--- src/hw/rtl/bbd_pkg.sv ---
// Shared types and constants for the 3x3 box blur and downscale block.
package bbd_pkg;

    // Configuration register indexes.
    localparam logic [1:0] REG_IMAGE_WIDTH     = 2'd0;
    localparam logic [1:0] REG_IMAGE_HEIGHT    = 2'd1;
    localparam logic [1:0] REG_BLUR_ENABLE     = 2'd2;
    localparam logic [1:0] REG_DECIMATE_ENABLE = 2'd3;

    // Register widths and reset values.
    localparam int          WIDTH_BITS      = 12;
    localparam int          HEIGHT_BITS     = 13;
    localparam int          CFG_DATA_BITS   = 13;
    localparam logic [11:0] WIDTH_RESET     = 12'd2048;
    localparam logic [12:0] HEIGHT_RESET    = 13'd1024;
    localparam logic [12:0] HEIGHT_MAX      = 13'd4096;
    localparam logic [11:0] WIDTH_FIELD_MAX = 12'd4095;

    // Window selection codes: row or column 0, 1 or 2 of the 3x3 window.
    localparam logic [1:0] SEL_0 = 2'd0;
    localparam logic [1:0] SEL_1 = 2'd1;
    localparam logic [1:0] SEL_2 = 2'd2;

    // Results that one pixel can cause.
    localparam int SLOTS = 4;

    // floor(x / 9) == (x * DIV9_RECIP) >> 16 for every 3x3 sum of 8-bit pixels.
    localparam logic [12:0] DIV9_RECIP = 13'd7282;

    // Result queue geometry.
    localparam int FIFO_DEPTH = 32;
    localparam int PTR_W      = 5;
    localparam int CNT_W      = 6;
    localparam int CRED_W     = 7;

    // One result as it leaves the block.
    typedef struct packed {
        logic [7:0]  pixel;
        logic [10:0] col;
        logic [11:0] row;
        logic        last;
    } result_t;

    // Where one result lies and how its window is gathered.
    typedef struct packed {
        logic            keep;
        logic [2:0][1:0] rsel;
        logic [2:0][1:0] csel;
        logic [10:0]     col;
        logic [11:0]     row;
        logic            last;
    } slot_meta_t;

    // A pixel together with its two line store reads, headed for the window.
    typedef struct packed {
        logic                   valid;
        logic [7:0]             pixel;
        logic [7:0]             up;
        logic [7:0]             mid;
        slot_meta_t [SLOTS-1:0] meta;
    } win_in_t;

    // Occupancy of the window pipeline.
    typedef struct packed {
        logic b_valid;
        logic c_valid;
    } pipe_status_t;

endpackage

--- src/hw/rtl/bbd_window.sv ---
// 3x3 window registers, neighborhood sums and the divide by nine.
module bbd_window
    import bbd_pkg::*;
(
    input  logic                    clk,
    input  logic                    rst_n,
    input  win_in_t                 win_in,
    input  logic                    blur_enable,
    output logic [SLOTS-1:0]        push_valid,
    output result_t [SLOTS-1:0]     push_data,
    output pipe_status_t            status
);

    logic [2:0][2:0][7:0]   window_reg;
    logic                   b_valid_reg;
    slot_meta_t [SLOTS-1:0] b_meta_reg;
    logic                   c_valid_reg;
    logic [SLOTS-1:0]       c_keep_reg;
    logic [11:0]            c_sum_reg    [SLOTS];
    logic [7:0]             c_centre_reg [SLOTS];
    logic [10:0]            c_col_reg    [SLOTS];
    logic [11:0]            c_row_reg    [SLOTS];
    logic [SLOTS-1:0]       c_last_reg;

    logic [11:0]            sum_next    [SLOTS];
    logic [7:0]             centre_next [SLOTS];
    logic [24:0]            prod        [SLOTS];

    // Shift the window one column and load the new column from the line store word and the incoming pixel.
    always_ff @(posedge clk or negedge rst_n)
    begin
        if (!rst_n)
        begin
            window_reg <= '0;
        end
        else if (win_in.valid)
        begin
            for (int i = 0; i < 3; i++)
            begin
                window_reg[i][0] <= window_reg[i][1];
                window_reg[i][1] <= window_reg[i][2];
            end
            window_reg[0][2] <= win_in.up;
            window_reg[1][2] <= win_in.mid;
            window_reg[2][2] <= win_in.pixel;
        end
    end

    // Stage valid flags.
    always_ff @(posedge clk or negedge rst_n)
    begin
        if (!rst_n)
        begin
            b_valid_reg <= 1'b0;
            c_valid_reg <= 1'b0;
        end
        else
        begin
            b_valid_reg <= win_in.valid;
            c_valid_reg <= b_valid_reg;
        end
    end

    // Sum the selected rows per column, then the selected columns.
    always_comb
    begin
        logic [9:0] colsum [3];
        for (int k = 0; k < SLOTS; k++)
        begin
            for (int j = 0; j < 3; j++)
            begin
                colsum[j] = 10'(window_reg[b_meta_reg[k].rsel[0]][j])
                          + 10'(window_reg[b_meta_reg[k].rsel[1]][j])
                          + 10'(window_reg[b_meta_reg[k].rsel[2]][j]);
            end
            sum_next[k] = 12'(colsum[b_meta_reg[k].csel[0]])
                        + 12'(colsum[b_meta_reg[k].csel[1]])
                        + 12'(colsum[b_meta_reg[k].csel[2]]);
            centre_next[k] = window_reg[b_meta_reg[k].rsel[1]][b_meta_reg[k].csel[1]];
        end
    end

    // Pipeline payload registers.
    always_ff @(posedge clk)
    begin
        b_meta_reg <= win_in.meta;
        for (int k = 0; k < SLOTS; k++)
        begin
            c_keep_reg[k]   <= b_meta_reg[k].keep;
            c_sum_reg[k]    <= sum_next[k];
            c_centre_reg[k] <= centre_next[k];
            c_col_reg[k]    <= b_meta_reg[k].col;
            c_row_reg[k]    <= b_meta_reg[k].row;
            c_last_reg[k]   <= b_meta_reg[k].last;
        end
    end

    // Divide by nine through the reciprocal and choose mean or center pixel.
    always_comb
    begin
        for (int k = 0; k < SLOTS; k++)
        begin
            prod[k]             = 25'(c_sum_reg[k]) * 25'(DIV9_RECIP);
            push_valid[k]       = c_valid_reg && c_keep_reg[k];
            push_data[k].pixel  = blur_enable ? prod[k][23:16] : c_centre_reg[k];
            push_data[k].col    = c_col_reg[k];
            push_data[k].row    = c_row_reg[k];
            push_data[k].last   = c_last_reg[k];
        end
    end

    assign status.b_valid = b_valid_reg;
    assign status.c_valid = c_valid_reg;

endmodule

--- config.mk ---
export PLATFORM = sky130hd
export DESIGN_NAME = bbd_window
export DESIGN_NICKNAME = d
export VERILOG_FILES = /design/src/hw/rtl/bbd_pkg.sv /design/src/hw/rtl/bbd_window.sv
export SDC_FILE = /design/constraint.sdc
export NUM_CORES = 2
export LEC_CHECK = 0
export BUFFER_PORTS_ARGS = -buffer_cell sky130_fd_sc_hd__buf_2
export CORE_MARGIN = 2
export CORE_UTILIZATION = 30
export CTS_BUF_LIST = sky130_fd_sc_hd__clkbuf_16
export DETAILED_ROUTE_END_ITERATION = 8
export PLACE_DENSITY = 0.45
export SLEW_MARGIN = 20
export SYNTH_ARGS = -nofsm -noshare
export SYNTH_HDL_FRONTEND = slang
export SYNTH_SLANG_ARGS = --single-unit
--- constraint.sdc ---
create_clock -name clk -period 5.87 [get_ports clk]
set_input_delay 0.8805 -clock clk [delete_from_list [all_inputs] [get_ports clk]]
set_output_delay 0.8805 -clock clk [all_outputs]
set_load 0.01 [all_outputs]
==> key figures <==
Floorplanning
  – Rows: ~120
  – Core area: 114,200 um^2
  – DIE AREA: roughly 120,000 um^2
  – Die height: 343.1 um
  – Initial Util: 0.3022
  – Die Span X: between 300 and 400 um
  – Ports: just over 300

Setup path
  – Worst Path Required: around 5 ns
  – CP Data Arrival Time: a little over 5 ns
  – Crit Path Max Fanout: 3
  – Reg-to-Reg End: c_sum_reg[0][10]$_DFF_P_
  – Critical path class: flip-flop to output port
  – Startpoint Class: flip-flop
  – Crit. End Element: output port
  – Worst Reg-to-Reg Cells: 20
  – Origin of the critical flop-to-flop path: b_meta_reg[33]$_DFF_P_
  – Reg-to-reg setup timing slack: ~0.36 ns

STA
  – Clock skew: 0.04067 ns
  – Unrepaired setup endpoints after global routing: true
  – Post-layout minimum cycle time: 5.936 ns
  – Worst-margin pin slew: about 0.94 ns
  – Final Hold Vio Count: 0
  – Rel. slew slack: 0.3710
  – Period utilization: 1.011
  – Final Slew Violations: 0
  – Post-route setup slack: -0.06581 ns
  – Count of final setup violators: 5
  – Sum Neg Setup Slack: -0.1378 ns
  – Fmax: approximately 170 MHz

Clock network
  – CTS clk-pin slew, worst paths: ~0.07 ns
  – Sink Count: ~400
  – Clock insertion delay at the later pin of the skew report: 0.66 ns
  – Clock root buffer: clkbuf_16
  – CTS buffer count: 46
  – H-tree lvl count: 2
  – Cts hold-fix bufs: 0
  – Maximum clock path buffer count: 3
  – CTS tree: yes

Cells and area
  – Most frequent cells in the layout: inv_1 (359), mux2i_1 (345), ha_1 (343)
  – Share of cells above drive strength 1: 0.2024
  – Final Util: 0.3573
  – Synth-to-Final Area Change: 18.24%
  – Filler cells: between 10,000 and 15,000
  – Max reg flops: roughly 150
  – Multi-input logic area: approximately 25,000 um^2
  – Most common cell after layout, fill and taps aside: inv_1
  – Storage cell area: ~8500 um^2
  – Nets: between 4,000 and 5,000

Global route
  – Vias in the first global route: ~28,000
  – First-pass GRT wire length: roughly 170 mm
  – Grt met3 use: 0.04228
  – Grt peak-use layer: met2
  – Largest net degree at the start of global routing: 68
  – Gr usage total: 0.1929
  – Gr ovfl total: 0
  – Initial antenna violation count: 16
  – GR met1 Demand/Resource: 0.2505
  – M2 GR Usage: 0.3256

Logic synthesis
  – Post-Synth Simple-Gate Area: 0.08989
  – Sequential fraction of the synthesis area: 0.2440
  – Cell variety after synth: 65
  – Avg Synthesized Cell Area: just over 9 um^2
  – Synth Warn #: 0
  – Ys flop type: dfxtp_1
  – Syn Nets: 4,606
  – Ys async rst share: 0.1841
  – Compound-cell area share of the yosys netlist: 0.1371
  – Synth Area in Adders: 0.2956
  – Post-synth EDFFs: 0
  – Multiplexer share of the synthesized area: 0.1332
  – Synth Instances: 3,778
  – Yosys reg bits: between 400 and 500
  – Post-Syn Area: approximately 35,000 um^2
  – Largest family of logic cells by synthesized area: adder cells
  – Synth Area in XOR/XNOR: 0.03198

Routing
  – Routed wire length per instance: about 20 um
  – Final wirelength: between 100 and 150 mm
  – Via/cell ratio: about 5
  – Routed vias: approximately 28,000
  – Remaining DRCs: 0
  – Drt pass-1 iters: 7
  – Remaining antenna violation count: 0
  – Initial drt markers: approximately 1,500

Status
  – Failing checks: setup timing
  – Status: finished, violations left

Placement
  – Hpwl dp: ~90 mm
  – I/O Buffers: just over 300
  – GP Congestion: ~0.86

Flow run
  – Maxcap violations: 0

Min path
  – Hold WC Path Type: primary input to asynchronous set/reset pin
[per-layer routing]
layer | vias up | share of wire
li1 | 13300 | -
met1 | 13436 | 0.44
met2 | 819 | 0.47
met3 | 146 | 0.064
met4 | 16 | 0.023
met5 | - | 0.00094
[cells by family (layout without fill, tap and decap cells)]
logic type               after synthesis  in the layout
AO/OA/AOI/OAI                        817            817
AND/OR/NAND/NOR                      712            712
adder cells (fa/ha/maj)              652            652
buffers and inverters                623            921
multiplexers                         446            446
flip-flops                           402            402
XOR/XNOR                             126            126
other                                  0              6
[synthesized netlist by cell type, types with 9 or more instances]
cell      number  area [um^2]
inv_1        394         1479
ha_1         380         4755
mux2i_1      345         3453
nand2_1      337         1265
o21ai_0      331         1657
dfxtp_1      328         6566
fa_1         272         5445
a21oi_1      242         1211
nor2_1       207        777.0
clkbuf_1     198        743.2
mux2_2       100         1126
xnor2_1       82        718.2
dfrtp_1       74         1852
nor2b_1       49        306.5
a21o_1        45        337.8
o22ai_1       45        281.5
xor2_1        44        385.4
a211oi_1      29        217.7
nand2b_1      26        162.7
buf_1         21        78.83
nor3_1        17        85.08
or2_2         17        106.4
a31oi_1       16        100.1
a22o_1        12        105.1
o211ai_1      10        75.07
o21bai_1      10        75.07
o21a_1         9        67.56
[critical path, cell delays in order (launching register included)]
cell and delay, ns:
dfxtp_2 0.33, inv_2 0.05, fa_1 0.55, inv_2 0.05
ha_4 0.26, inv_2 0.04, fa_1 0.47, inv_1 0.05
fa_1 0.50, inv_1 0.05, fa_1 0.49, inv_2 0.05
ha_4 0.21, nor2b_1 0.12, o311a_1 0.41, a211oi_2 0.29
xnor2_1 0.10, mux2_4 0.27, buf_6 0.12
[worst max-delay path by stage]
stage	from	to	slack [ns]	cells past startpoint
3_5_place_dp	c_sum_reg[0][7]$_DFF_P_	push_data[30]	0.14	16
3_3_place_gp	c_sum_reg[0][6]$_DFF_P_	push_data[30]	0.17	16
5_1_grt	c_sum_reg[1][1]$_DFF_P_	push_data[61]	-0.30	20
2_1_floorplan	c_sum_reg[3][2]$_DFF_P_	push_data[122]	0.59	17
6_report	c_sum_reg[2][1]$_DFF_P_	push_data[94]	-0.07	18
4_1_cts	c_sum_reg[2][3]$_DFF_P_	push_data[94]	-0.17	18
[repair_timing]
action | in CTS | in global routing
buffers inserted | 18 | 11
resized for setup | 154 | 103
setup endpoints to repair | 32 | 37
pin swaps | 62 | 53
[layout make-up]
| class | count | share of cell area |
|---|---|---|
| Multi-Input combinational cell | 2753 | 0.6020 |
| Sequential cell | 402 | 0.2091 |
| Timing Repair Buffer | 449 | 0.06977 |
| Tap cell | 1512 | 0.04637 |
| Inverter | 394 | 0.03637 |
| Clock buffer | 47 | 0.02883 |
| Clock inverter | 31 | 0.007176 |
| Antenna cell | 6 | 0.0003680 |
[through the flow]
step	area [um^2]	setup WS (ns)	hold WS [ns]	instances
finish	40800	-0.06581	0.1087	5594
global route	40790	-0.2974	0.1112	5591
CTS	40250	-0.1695	0.08845	5577
detailed placement	38040	0.1386	0.3121	5481
global placement	38040	0.1681	0.3096	5481
floorplan	34500	0.5879	0.3096	3778
Power is left out: the tool's default activity adds up to more than one toggle a clock period on the data nets, which glitch-free logic cannot reach.
